==> config.mk <==
export PLATFORM = sky130hd
export DESIGN_NAME = wemaft_out_buf
export DESIGN_NICKNAME = d
export VERILOG_FILES = /design/src/hw/rtl/wrench_ema_filter_with_tare_top_defines.svh /design/src/hw/rtl/wemaft_pkg.sv /design/src/hw/rtl/wemaft_out_buf.sv
export SDC_FILE = /design/constraint.sdc
export NUM_CORES = 1
export LEC_CHECK = 0
export BUFFER_PORTS_ARGS = -buffer_cell sky130_fd_sc_hd__buf_2
export CAP_MARGIN = 0
export CORE_UTILIZATION = 35
export CTS_CLUSTER_SIZE = 14
export DETAILED_ROUTE_END_ITERATION = 8
export GPL_TIMING_DRIVEN = 0
export SKIP_LAST_GASP = 1
export SYNTH_ARGS = -nofsm -noshare
export SYNTH_HDL_FRONTEND = slang
export SYNTH_SLANG_ARGS = --single-unit
==> constraint.sdc <==
create_clock -name clk -period 15.4 [get_ports clk]
set_clock_uncertainty 0.2 [all_clocks]
set_input_delay 1.54 -clock clk [delete_from_list [all_inputs] [get_ports clk]]
set_output_delay 1.54 -clock clk [all_outputs]
set_load 0.05 [all_outputs]
==> src/hw/rtl/wrench_ema_filter_with_tare_top_defines.svh <==
// Assertion macros shared by the filter RTL.
// Both expect clk and arst_n in scope.
`ifndef WRENCH_EMA_FILTER_WITH_TARE_TOP_DEFINES_SVH
`define WRENCH_EMA_FILTER_WITH_TARE_TOP_DEFINES_SVH

// same-cycle implication
`define WEMAFT_ASSERT_SAME(lbl, ante, cons, msg) \
	lbl: assert property (@(posedge clk) disable iff (!arst_n) (ante) |-> (cons)) \
		else $error(msg);

// next-cycle implication
`define WEMAFT_ASSERT_NEXT(lbl, ante, cons, msg) \
	lbl: assert property (@(posedge clk) disable iff (!arst_n) (ante) |=> (cons)) \
		else $error(msg);

`endif

==> src/hw/rtl/wemaft_pkg.sv <==
package wemaft_pkg;

	localparam int CHANNELS     = 6;
	localparam int TARE_SAMPLES = 50;
	localparam int SAMPLE_W     = 32;

	localparam int GAIN_W    = 17;
	localparam int GAIN_FRAC = 16;
	localparam logic [GAIN_W-1:0] GAIN_ONE   = GAIN_W'(1 << GAIN_FRAC);
	localparam logic [GAIN_W-1:0] GAIN_RESET = GAIN_W'(6554);
	localparam int BLEND_W   = GAIN_W + SAMPLE_W + 2;
	localparam int BLEND_RND = 1 << (GAIN_FRAC - 1);

	localparam int CNT_W = $clog2(TARE_SAMPLES + 1);
	localparam int SUM_W = SAMPLE_W + CNT_W;

	// average: |sum| + half, times a reciprocal, exact for the whole range
	localparam int TARE_HALF = TARE_SAMPLES / 2;
	localparam int NUM_W     = SUM_W - 1;
	localparam int DIV_L     = $clog2(TARE_SAMPLES);
	localparam int DIV_S     = NUM_W + DIV_L;
	localparam int DIV_MW    = NUM_W + 1;
	localparam logic [DIV_MW-1:0] DIV_M =
		DIV_MW'(((64'd1 << DIV_S) + 64'(TARE_SAMPLES - 1)) / 64'(TARE_SAMPLES));
	localparam int A_LO_W = NUM_W / 2;
	localparam int A_HI_W = NUM_W - A_LO_W;
	localparam int B_LO_W = DIV_MW / 2;
	localparam int B_HI_W = DIV_MW - B_LO_W;
	localparam int PROD_W = NUM_W + DIV_MW;

	localparam logic KIND_SAMPLE = 1'b0;
	localparam logic KIND_TARE   = 1'b1;

	typedef logic [SAMPLE_W-1:0] word_t;
	typedef word_t [CHANNELS-1:0] wrench_t;

	typedef struct packed {
		wrench_t val;
		logic    busy;
	} rslt_t;

endpackage

==> src/hw/rtl/wemaft_out_buf.sv <==
module wemaft_out_buf
	import wemaft_pkg::*;
(
	input  logic  clk,
	input  logic  arst_n,
	input  logic  up_valid,
	output logic  up_ready,
	input  rslt_t up_data,
	output logic  dn_valid,
	input  logic  dn_ready,
	output rslt_t dn_data
);

	logic  out_valid_q, skid_valid_q;
	rslt_t out_q, skid_q;

	assign up_ready = !skid_valid_q;
	assign dn_valid = out_valid_q;
	assign dn_data  = out_q;

	always_ff @(posedge clk or negedge arst_n) begin
		if (!arst_n) begin
			out_valid_q  <= 1'b0;
			skid_valid_q <= 1'b0;
		end else if (out_valid_q && dn_ready) begin
			if (skid_valid_q) begin
				skid_valid_q <= 1'b0;
			end else begin
				out_valid_q <= up_valid;
			end
		end else if (!out_valid_q) begin
			out_valid_q <= up_valid;
		end else if (up_valid && !skid_valid_q) begin
			skid_valid_q <= 1'b1;
		end
	end

	always_ff @(posedge clk) begin
		if (out_valid_q && dn_ready) begin
			out_q <= skid_valid_q ? skid_q : up_data;
		end else if (!out_valid_q) begin
			out_q <= up_data;
		end else if (!skid_valid_q) begin
			skid_q <= up_data;
		end
	end

endmodule

==> impl_metrics.tcl <==
set metrics [dict create \
    grt_pass1_wl_mm 55.1 \
    dp_hpwl_mm 25.2 \
    antenna_found_initial 13 \
    via_count 8978 \
    drt-initial-drc-count 340 \
    period_needed_ns 3.79 \
    rsz0062_at_grt "no" \
    cts_setup_buffers 0 \
    final_area_um2 21200 \
    ant_nets 0 \
    worstPathArrival_ns 3.77 \
    finalHoldViolCount 0 \
    cts_tree "yes" \
    htreeDepth 2 \
    ys_seq_elements 388 \
    layout-drive-gt1-share_pct 68.3 \
    p_per_area_nw_per_um2 138 \
    nets 1462 \
    synth_xor_area_share_pct 0 \
    syn_nets 1022 \
    routabilityCongestion 0.749 \
    worst_pin_slew_ns 0.803 \
    numClockSinks 388 \
    overflow 0 \
    routed_wl_mm 36.5 \
    first_pass_iters 4 \
    max-vdd-ir-drop_mv 0.0841 \
    area_delta_synth_final_pct 24.7 \
    cp-end-kind "flop" \
    place_area_um2 19900 \
    synth_warnings 0 \
    total_power_mw 2.92 \
    grt_usage_pct 14.5 \
    dp.cells 1835 \
    synth_fa_ha_area_share_pct 0 \
    grt_pass1_vias 9373 \
    io_buffers 391 \
    dieArea_um2 49500 \
    fin_cells 1917 \
    path_clk_slew_ns 0.06 \
    cts_hold_buf 0 \
    start_util_pct 35.5 \
    route.detailed.drc 0 \
    required_ns 15.38 \
    viasPerCell 4.68 \
    slew_violations 0 \
    clk_latency_ns 0.55 \
    core_area_um2 47800 \
    r2r_slack_ns 12.29 \
    p_leak_nw 8.70 \
    critPathMaxFanout 97 \
    pin_count 392 \
    synth.mux.area_fraction_pct 29.3 \
    cts_buffers 43 \
    fin_crit_sh_pct 24.6 \
    cts_repair_resize_count 0 \
    start_kind "input pin" \
    final_util_pct 44.3 \
    fmax_ghz 0.264 \
    seq_area_frac_synth_pct 68.5 \
    avgSynthCellArea_um2 20.6 \
    rows 80 \
    synth_compound_area_share_pct 0.103 \
    max_slew_margin_pct 46.4 \
    fill_cells 4280 \
    hold_path_class "reg2reg" \
    fin_hold_ws_ns 0.362 \
    fp.dieH_um 222 \
    syn_inst 825 \
    grt_max_degree 98 \
    fin_ws_ns 11.61 \
    dp_slack_ns 11.01 \
    synth-simple-area-share_pct 0.132 \
    cts_buffer_depth 3 \
    die_x_um 222 \
    wire_per_inst_um 19.0 \
    setup_viol 0 \
    synth_top_family_by_area "multiplexers" \
    final.setup.tns_ns 0 \
    synth_cell_types 12 \
    maxCapViolCount 0 \
    netlist_area_um2 17000 \
    critical_path_class "in2reg" \
    cts_root_buf "clkbuf_16" \
    status "completed" \
]
## critical path, cell delays in order
cell and delay, ns:
buf_2 0.12, nand2b_4 0.29, buf_16 0.31, buf_16 0.26, inv_8 0.55, buf_16 0.42
## path summary, 6_finish.rpt
path,start,to,cells past startpoint
min in group asynchronous,arst_n,dn_valid,1
min,skid_q[115],dn_data[115],1
max reg2reg,dn_valid,skid_q[49],5
min reg2reg,skid_q[115],dn_data[115],1
max in group asynchronous,arst_n,skid_valid_q,1
max,dn_ready,skid_q[49],6
## report_power, final
| group | switching (mW) | internal (mW) | leakage [nW] | total, mW |
|---|---|---|---|---|
| logic | 0.364 | 0.220 | 4.24 | 0.583 |
| clock network | 0.404 | 0.579 | 0.657 | 0.984 |
| registers | 0.0374 | 1.31 | 3.80 | 1.35 |
## kinds of logic after synthesis
family,after synthesis
AOI/OAI and AO/OA,3
buffers and inverters,45
DFF,388
muxes,386
and+or+nand+nor,3
## registers in the layout (all words and copies together), names as in the netlist
signal / count
dn_data: 193
skid_q: 193
dn_valid: 1
skid_valid_q: 1
## synth_stat cells
master / instances / area, um2
a21o_1: 1 / 7.51
a21oi_1: 2 / 10.0
buf_2: 24 / 120
buf_4: 1 / 7.51
buf_6: 18 / 203
dfrtp_1: 2 / 50.1
edfxtp_1: 386 / 11600
inv_1: 2 / 7.51
mux2_2: 216 / 2430
mux2_4: 170 / 2550
nand2b_1: 2 / 12.5
nand3_2: 1 / 10.0
## metal layers
metal / GRT usage (%) / vias up / share of wire, %
met4: 4.45 / 12 / 2.3
met3: 5.91 / 73 / 9.1
li1: - / 4166 / -
met1: 17.5 / 4444 / 41
met5: 0 / - / 0.20
met2: 23.6 / 283 / 48
## placed cells by master, fill, tap and decap left out, types with 7 or more instances in the layout
master,synthesis,layout
buf_2,24,415
edfxtp_1,386,386
clkbuf_16,0,45
mux2_4,170,170
clkinv_1,0,10
buf_6,18,18
clkbuf_1,0,8
diode_2,0,7
mux2_2,216,216
clkinv_2,0,9
## cell type report
type / count / area, um2 / area share (%)
Timing Repair Buffer: 395 / 2070 / 9.75
Tap cell: 615 / 769 / 3.63
Clock inverter: 22 / 173 / 0.814
Sequential cell: 388 / 11600 / 54.9
Clock buffer: 53 / 1160 / 5.45
Buffer: 43 / 330 / 1.56
Inverter: 2 / 15.0 / 0.0708
Multi-Input combinational cell: 392 / 5030 / 23.7
Antenna cell: 7 / 17.5 / 0.0826
No activity file was read; power rests on OpenSTA's default activity.
