[src/hw/rtl/wrench_ema_filter_with_tare_top_defines.svh]
// Assertion macros shared by the filter RTL.
// Both expect clk and arst_n in scope.
`ifndef WRENCH_EMA_FILTER_WITH_TARE_TOP_DEFINES_SVH
`define WRENCH_EMA_FILTER_WITH_TARE_TOP_DEFINES_SVH

// same-cycle implication
`define WEMAFT_ASSERT_SAME(lbl, ante, cons, msg) \
	lbl: assert property (@(posedge clk) disable iff (!arst_n) (ante) |-> (cons)) \
		else $error(msg);

// next-cycle implication
`define WEMAFT_ASSERT_NEXT(lbl, ante, cons, msg) \
	lbl: assert property (@(posedge clk) disable iff (!arst_n) (ante) |=> (cons)) \
		else $error(msg);

`endif

[src/hw/rtl/wemaft_pkg.sv]
package wemaft_pkg;

	localparam int CHANNELS     = 6;
	localparam int TARE_SAMPLES = 50;
	localparam int SAMPLE_W     = 32;

	localparam int GAIN_W    = 17;
	localparam int GAIN_FRAC = 16;
	localparam logic [GAIN_W-1:0] GAIN_ONE   = GAIN_W'(1 << GAIN_FRAC);
	localparam logic [GAIN_W-1:0] GAIN_RESET = GAIN_W'(6554);
	localparam int BLEND_W   = GAIN_W + SAMPLE_W + 2;
	localparam int BLEND_RND = 1 << (GAIN_FRAC - 1);

	localparam int CNT_W = $clog2(TARE_SAMPLES + 1);
	localparam int SUM_W = SAMPLE_W + CNT_W;

	// average: |sum| + half, times a reciprocal, exact for the whole range
	localparam int TARE_HALF = TARE_SAMPLES / 2;
	localparam int NUM_W     = SUM_W - 1;
	localparam int DIV_L     = $clog2(TARE_SAMPLES);
	localparam int DIV_S     = NUM_W + DIV_L;
	localparam int DIV_MW    = NUM_W + 1;
	localparam logic [DIV_MW-1:0] DIV_M =
		DIV_MW'(((64'd1 << DIV_S) + 64'(TARE_SAMPLES - 1)) / 64'(TARE_SAMPLES));
	localparam int A_LO_W = NUM_W / 2;
	localparam int A_HI_W = NUM_W - A_LO_W;
	localparam int B_LO_W = DIV_MW / 2;
	localparam int B_HI_W = DIV_MW - B_LO_W;
	localparam int PROD_W = NUM_W + DIV_MW;

	localparam logic KIND_SAMPLE = 1'b0;
	localparam logic KIND_TARE   = 1'b1;

	typedef logic [SAMPLE_W-1:0] word_t;
	typedef word_t [CHANNELS-1:0] wrench_t;

	typedef struct packed {
		wrench_t val;
		logic    busy;
	} rslt_t;

endpackage

[src/hw/rtl/wemaft_avg_div.sv]
module wemaft_avg_div
	import wemaft_pkg::*;
(
	input  logic                       clk,
	input  logic                       en,
	input  logic signed [SUM_W-1:0]    sum,
	output logic signed [SAMPLE_W-1:0] avg
);

	logic [SUM_W-1:0]         num;
	logic                     neg_s4, neg_s5, neg_s6;
	logic [NUM_W-1:0]         num_s4;
	logic [A_LO_W+B_LO_W-1:0] pp_ll_s5;
	logic [A_LO_W+B_HI_W-1:0] pp_lh_s5;
	logic [A_HI_W+B_LO_W-1:0] pp_hl_s5;
	logic [A_HI_W+B_HI_W-1:0] pp_hh_s5;
	logic [PROD_W-1:0]        prod;
	logic [SAMPLE_W-1:0]      q_s6;

	// round half away from zero on the magnitude
	assign num = sum[SUM_W-1] ? (SUM_W'(TARE_HALF) - $unsigned(sum))
	                          : ($unsigned(sum) + SUM_W'(TARE_HALF));

	assign prod = (PROD_W'(pp_hh_s5) << (A_LO_W + B_LO_W))
	            + (PROD_W'(pp_hl_s5) << A_LO_W)
	            + (PROD_W'(pp_lh_s5) << B_LO_W)
	            + PROD_W'(pp_ll_s5);

	always_ff @(posedge clk) begin
		if (en) begin
			neg_s4   <= sum[SUM_W-1];
			num_s4   <= num[NUM_W-1:0];
			neg_s5   <= neg_s4;
			pp_ll_s5 <= (A_LO_W+B_LO_W)'(num_s4[A_LO_W-1:0])
			          * (A_LO_W+B_LO_W)'(DIV_M[B_LO_W-1:0]);
			pp_lh_s5 <= (A_LO_W+B_HI_W)'(num_s4[A_LO_W-1:0])
			          * (A_LO_W+B_HI_W)'(DIV_M[DIV_MW-1:B_LO_W]);
			pp_hl_s5 <= (A_HI_W+B_LO_W)'(num_s4[NUM_W-1:A_LO_W])
			          * (A_HI_W+B_LO_W)'(DIV_M[B_LO_W-1:0]);
			pp_hh_s5 <= (A_HI_W+B_HI_W)'(num_s4[NUM_W-1:A_LO_W])
			          * (A_HI_W+B_HI_W)'(DIV_M[DIV_MW-1:B_LO_W]);
			neg_s6   <= neg_s5;
			q_s6     <= prod[DIV_S +: SAMPLE_W];
		end
	end

	assign avg = neg_s6 ? $signed(-q_s6) : $signed(q_s6);

endmodule

[config.mk]
export PLATFORM = sky130hd
export DESIGN_NAME = wemaft_avg_div
export DESIGN_NICKNAME = d
export VERILOG_FILES = /design/src/hw/rtl/wrench_ema_filter_with_tare_top_defines.svh /design/src/hw/rtl/wemaft_pkg.sv /design/src/hw/rtl/wemaft_avg_div.sv
export SDC_FILE = /design/constraint.sdc
export NUM_CORES = 1
export LEC_CHECK = 0
export ABC_AREA = 1
export BUFFER_PORTS_ARGS = -buffer_cell sky130_fd_sc_hd__buf_2
export CORE_MARGIN = 3
export CORE_UTILIZATION = 60
export CTS_CLUSTER_DIAMETER = 40
export DETAILED_ROUTE_END_ITERATION = 10
export GPL_ROUTABILITY_DRIVEN = 0
export GPL_TIMING_DRIVEN = 0
export PLACE_DENSITY = 0.8
export SLEW_MARGIN = 25
export SYNTH_ARGS = -nofsm -noshare
export SYNTH_HDL_FRONTEND = slang
export SYNTH_SLANG_ARGS = --single-unit
[constraint.sdc]
create_clock -name clk -period 4.9 [get_ports clk]
set_input_delay 0.245 -clock clk [delete_from_list [all_inputs] [get_ports clk]]
set_output_delay 0.245 -clock clk [all_outputs]
set_load 0.02 [all_outputs]
==> results.py, run 1 <==
metrics = {
    "global_routing": {
        "overflow": 169,
        "grt_use_total_pct": 76.60,
        "grt_max_degree": 102,
    },
    "synthesis": {
        "syn_area_per_cell_um2": 7.809,
        "ys_seq_elements": 195,
        "synth_ff_type": "edfxtp_1",
        "synthesis.area_mm2": 0.03303,
        "syn_nets": 5082,
        "netlist_instances": 4229,
        "yosysWarnings": 0,
        "ys_types": 45,
        "synthArstFlopShare_pct": 0,
        "synth_edf_count": 195,
        "yosysSeqAreaShare_pct": 17.73,
    },
    "placement": {
        "io_buffers": 64,
        "place_area_mm2": 0.03485,
        "dpl.hpwl_um": 78910,
        "dp_worst_setup_slack_ns": -0.8986,
    },
    "cts": {
        "cts.sinks": 195,
        "h-tree-depth": 4,
        "cts_root_buf": "clkbuf_16",
        "cts_made_buffers": 17,
        "cts.path.max_buffers": 2,
    },
    "floorplanning": {
        "io-pin-count": 72,
        "start_util_pct": 61.01,
        "core.rowCount": 85,
        "die_w_um": 240.6,
        "fp.dieH_um": 240.6,
    },
    "timing": {
        "worst_path_end_type": "sequential cell input",
        "grt-worst-endpoint": "pp_lh_s5[31]$_DFFE_PP_/D",
    },
    "status": {
        "firstError": "[ERROR GRT-0232] Routing congestion too high. Check the congestion heatmap in the GUI.",
        "haltStage": "global routing (5_1_grt)",
        "status": "aborted with a tool error",
    },
}
[logic make-up after synthesis]
group / after synthesis / share of synthesized area (%)
AOI/OAI and AO/OA: 370 / 6.202
xor gates and xnor gates: 140 / 3.713
adders and majority gates: 813 / 39.51
buffers and inverters: 1132 / 12.93
DFF: 195 / 17.73
and+or+nand+nor: 1579 / 19.92
[cell usage after synthesis (5+ instances only)]
cell      count  area (um2)
inv_1      1102        4136
nand2_1     902        3386
ha_1        430        5380
fa_1        383        7667
nor2_1      323        1212
nand3_1     197       986.0
edfxtp_1    195        5856
a21oi_1     177       885.9
xor2_1      114       998.5
o21ai_0      95       475.5
nor3_1       62       310.3
nand4_1      48       300.3
xnor2_1      26       227.7
a21o_1       21       157.7
o21ai_1      20       100.1
o21bai_1     18       135.1
o211ai_1     11       82.58
inv_2        10       37.54
nor2_2       10       62.56
nor3_2        9       90.09
buf_2         7       35.03
o21a_1        7       52.55
a21boi_0      6       45.04
clkbuf_1      6       22.52
nor4_1        6       37.54
a31oi_1       5       31.28
nand2_2       5       31.28
[routing by layer]
layer,GRT overflow,GRT usage [%]
met2,78,89.02
met4,83,77.81
met5,2,46.36
met3,2,66.86
met1,4,74.52
[per-stage QoR]
| step | cells | TNS [ns] | hold slack (ns) |
|---|---|---|---|
| 4_1_cts | 5237 | -11.41 | 0.01863 |
| 3_5_place_dp | 4991 | -51.28 | 0.4327 |
| 3_3_place_gp | 4989 | -46.94 | 0.4032 |
| 2_1_floorplan | 4229 | -0.07940 | 0.3439 |
[what timing repair did]
| action | CTS |
|---|---|
| hold buffers | 0 |
| buffers inserted | 214 |
| endpoints found under the setup margin | 91 |
| pin swaps | 360 |
| resized for setup | 747 |
==> run 2: changes to the inputs <==
--- a/config.mk
+++ b/config.mk
@@ -8,12 +8,11 @@
 export ABC_AREA = 1
 export BUFFER_PORTS_ARGS = -buffer_cell sky130_fd_sc_hd__buf_2
 export CORE_MARGIN = 3
-export CORE_UTILIZATION = 60
-export CTS_CLUSTER_DIAMETER = 40
+export CORE_UTILIZATION = 40
 export DETAILED_ROUTE_END_ITERATION = 10
 export GPL_ROUTABILITY_DRIVEN = 0
 export GPL_TIMING_DRIVEN = 0
-export PLACE_DENSITY = 0.8
+export PLACE_DENSITY_LB_ADDON = 0.15
 export SLEW_MARGIN = 25
 export SYNTH_ARGS = -nofsm -noshare
 export SYNTH_HDL_FRONTEND = slang
==> constraint.sdc (replaced) <==
create_clock -name clk -period 6.37 [get_ports clk]
set_input_delay 0.3185 -clock clk [delete_from_list [all_inputs] [get_ports clk]]
set_output_delay 0.3185 -clock clk [all_outputs]
set_load 0.02 [all_outputs]
==> run 2 against run 1 <==
Net effect:
- the flow now finishes without violations
- synthesized cell count unchanged
- area after synthesis unchanged
==> results.py, run 2 <==
metrics = {
    "cells_and_area": {
        "instances_no_fill": 5390,
        "area_growth_pct": 7.134,
        "layout_commonest_cell": "inv_1",
        "final_area_mm2": 0.03538,
        "top_regs": "num_s4: 37 flops, pp_hl_s5: 36 flops, pp_hh_s5: 35 flops",
        "layout_common_cells": "inv_1 (1,102), nand2_1 (902), ha_1 (430), fa_1 (383), nor2_1 (323)",
        "largest_reg_flops": 37,
        "nFillCells": 8446,
        "nets": 5170,
        "fin_util_pct": 43.57,
        "final_layout_size_suffix_gt1_share_pct": 3.649,
        "regMostFlops": "num_s4",
        "antenna_cells": 0,
    },
    "global_routing": {
        "overflow": 0,
        "grt_max_degree": 89,
        "grt_use_total_pct": 23.71,
        "grt_pass1_wl_um": 155800,
        "grt_antenna_before_repair": 1,
        "grt_pass1_vias": 27243,
    },
    "timing": {
        "finalHoldViolCount": 0,
        "rsz0062_at_grt": "no",
        "fin_skew_ns": 0.03094,
        "setup_viol": 0,
        "fin_setup_tns_ns": 0,
        "slew_headroom_pct": 54.03,
        "worstMarginPinSlew_ns": 0.6824,
        "min_period_over_period_pct": 94.34,
        "layout_min_cycle_time_ns": 6.009,
        "fmax_mhz": 166.4,
        "finalMaxSlewViolations": 0,
    },
    "synthesis": {
        "yosysSeqAreaShare_pct": 17.73,
        "synthArstFlopShare_pct": 0,
        "synth_edf_count": 195,
        "synth.most_common_cell": "inv_1",
        "syn_nets": 5082,
        "syn_area_per_cell_um2": 7.809,
        "netlist_instances": 4229,
        "synth_top_area_share_pct": 23.22,
        "ys_seq_elements": 195,
        "synth_ff_type": "edfxtp_1",
        "synth_commonest_cells": "inv_1 (1,102), nand2_1 (902), ha_1 (430), fa_1 (383), nor2_1 (323)",
        "netlist_top_cells_area": "fa_1 (23%), edfxtp_1 (18%), ha_1 (16%)",
        "yosysWarnings": 0,
        "ys_types": 45,
        "yosysTopAreaCell": "fa_1",
        "synthesis.area_mm2": 0.03303,
    },
    "cts": {
        "cts_made_buffers": 17,
        "cts_root_buf": "clkbuf_16",
        "h-tree-depth": 4,
        "worstSkewPairLatency_ns": 0.50,
        "cts.path.max_buffers": 2,
        "postCtsHoldBufs": 0,
        "cts.sinks": 195,
        "cts_resized": 0,
        "cts_tree": "built",
        "clkTransAtPathRegs_ns": 0.08,
        "post_cts_buffers": 0,
    },
    "routing": {
        "wl_per_cell_um": 18.33,
        "finalWirelength_um": 98790,
        "viasPerCell": 4.962,
        "routed-via-count": 26744,
        "drtPass1Iterations": 6,
        "first_iter_violations": 1919,
        "drtAntennaViolNets": 0,
        "drc": 0,
    },
    "worst_setup_path": {
        "cp-start-kind": "flip-flop",
        "path_depth": 19,
        "rr_startpoint": "num_s4[5]",
        "cp.required_ns": 6.57,
        "crit_buf_inv": 5,
        "ff2ff_setup_slack_ns": 0.36,
        "crit_type": "flip-flop to flip-flop",
        "reg2reg_to": "pp_lh_s5[33]",
        "r2r_cells": 19,
        "path_delay_family": "adder cells",
        "cp.arrival_ns": 6.21,
        "cp_max_fo": 8,
        "critPathSlowestCell": "edfxtp_1",
        "max_stage_delay_ns": 0.76,
        "critPathCaptureType": "flip-flop",
        "worstPathCellList": "ha_1 > inv_1 > fa_1 > inv_1 > fa_1 > fa_1 > inv_1 > fa_1 > fa_1 > inv_1 > ha_1 > a21oi_1 > o21ai_0 > a21oi_1 > inv_1 > nand2_1 > nand2_1 > nand2_1 > nand2_1",
    },
    "placement": {
        "placedCellCount": 5355,
        "place_area_mm2": 0.03474,
        "io_buffers": 64,
        "dpl.hpwl_um": 88130,
    },
    "worst_hold_path": {
        "hold_depth": 1,
        "holdCritPathClass": "input port to flip-flop",
        "hp-start": "sum[37]",
        "min_to": "neg_s4",
    },
    "floorplanning": {
        "die_w_um": 293.3,
        "design.core.area_mm2": 0.08120,
        "start_util_pct": 40.67,
        "fp.dieH_um": 293.3,
        "core.rowCount": 104,
        "die-area_mm2": 0.08605,
        "io-pin-count": 72,
    },
    "status": {
        "status": "completed",
    },
    "run": {
        "drv_cap": 0,
    },
}
-- run 2: cell counts after synthesis --
No cell type changed its count.
-- run 2: layout make-up --
class                   count  area [um2]  share of cell area, %
clock buffers              17       425.4                  1.202
repair buffers             69       407.9                  1.153
inverters                1114        4182                  11.82
flip-flops and latches    195        5856                  16.55
plain buffers              18       88.84                 0.2511
well taps                1060        1326                  3.748
clock inverters            15       196.4                 0.5552
multi-input cells        2902       22900                  64.72
-- run 2: routing by layer --
layer,GRT usage [%],routed length (um)
met5,0,0
met3,2.895,4967
met2,39.85,45830
met4,4.467,1749
met1,33.17,46240
-- run 2: worst max path at each step --
stage | startpoint | to | slack, ns
5_1_grt | num_s4[27] | pp_hl_s5[35] | 0.09
3_3_place_gp | num_s4[29] | pp_hl_s5[35] | 0.39
4_1_cts | num_s4[29] | pp_hl_s5[34] | 0.34
6_report | num_s4[5] | pp_lh_s5[33] | 0.36
3_5_place_dp | num_s4[29] | pp_hl_s5[34] | 0.34
2_1_floorplan | num_s4[29] | pp_hl_s5[21] | 1.21
-- run 2: cells by family after synthesis --
logic type               Yosys count  share of synthesized area [%]
AO/OA/AOI/OAI                    370                          6.202
XOR/XNOR                         140                          3.713
adder cells (fa/ha/maj)          813                          39.51
buffers and inverters           1132                          12.93
flip-flops                       195                          17.73
AND/OR/NAND/NOR                 1579                          19.92
-- run 2: stage by stage --
step | hold WS, ns | setup WS, ns
floorplan | 0.4003 | 1.213
global placement | 0.5703 | 0.3891
detailed placement | 0.5730 | 0.3379
CTS | 0.09867 | 0.3376
global route | 0.1224 | 0.08672
finish | 0.1390 | 0.3605
Power of run 2 is not shown: default switching activity piles up to over one toggle a cycle in this logic, so the estimate is an artifact.
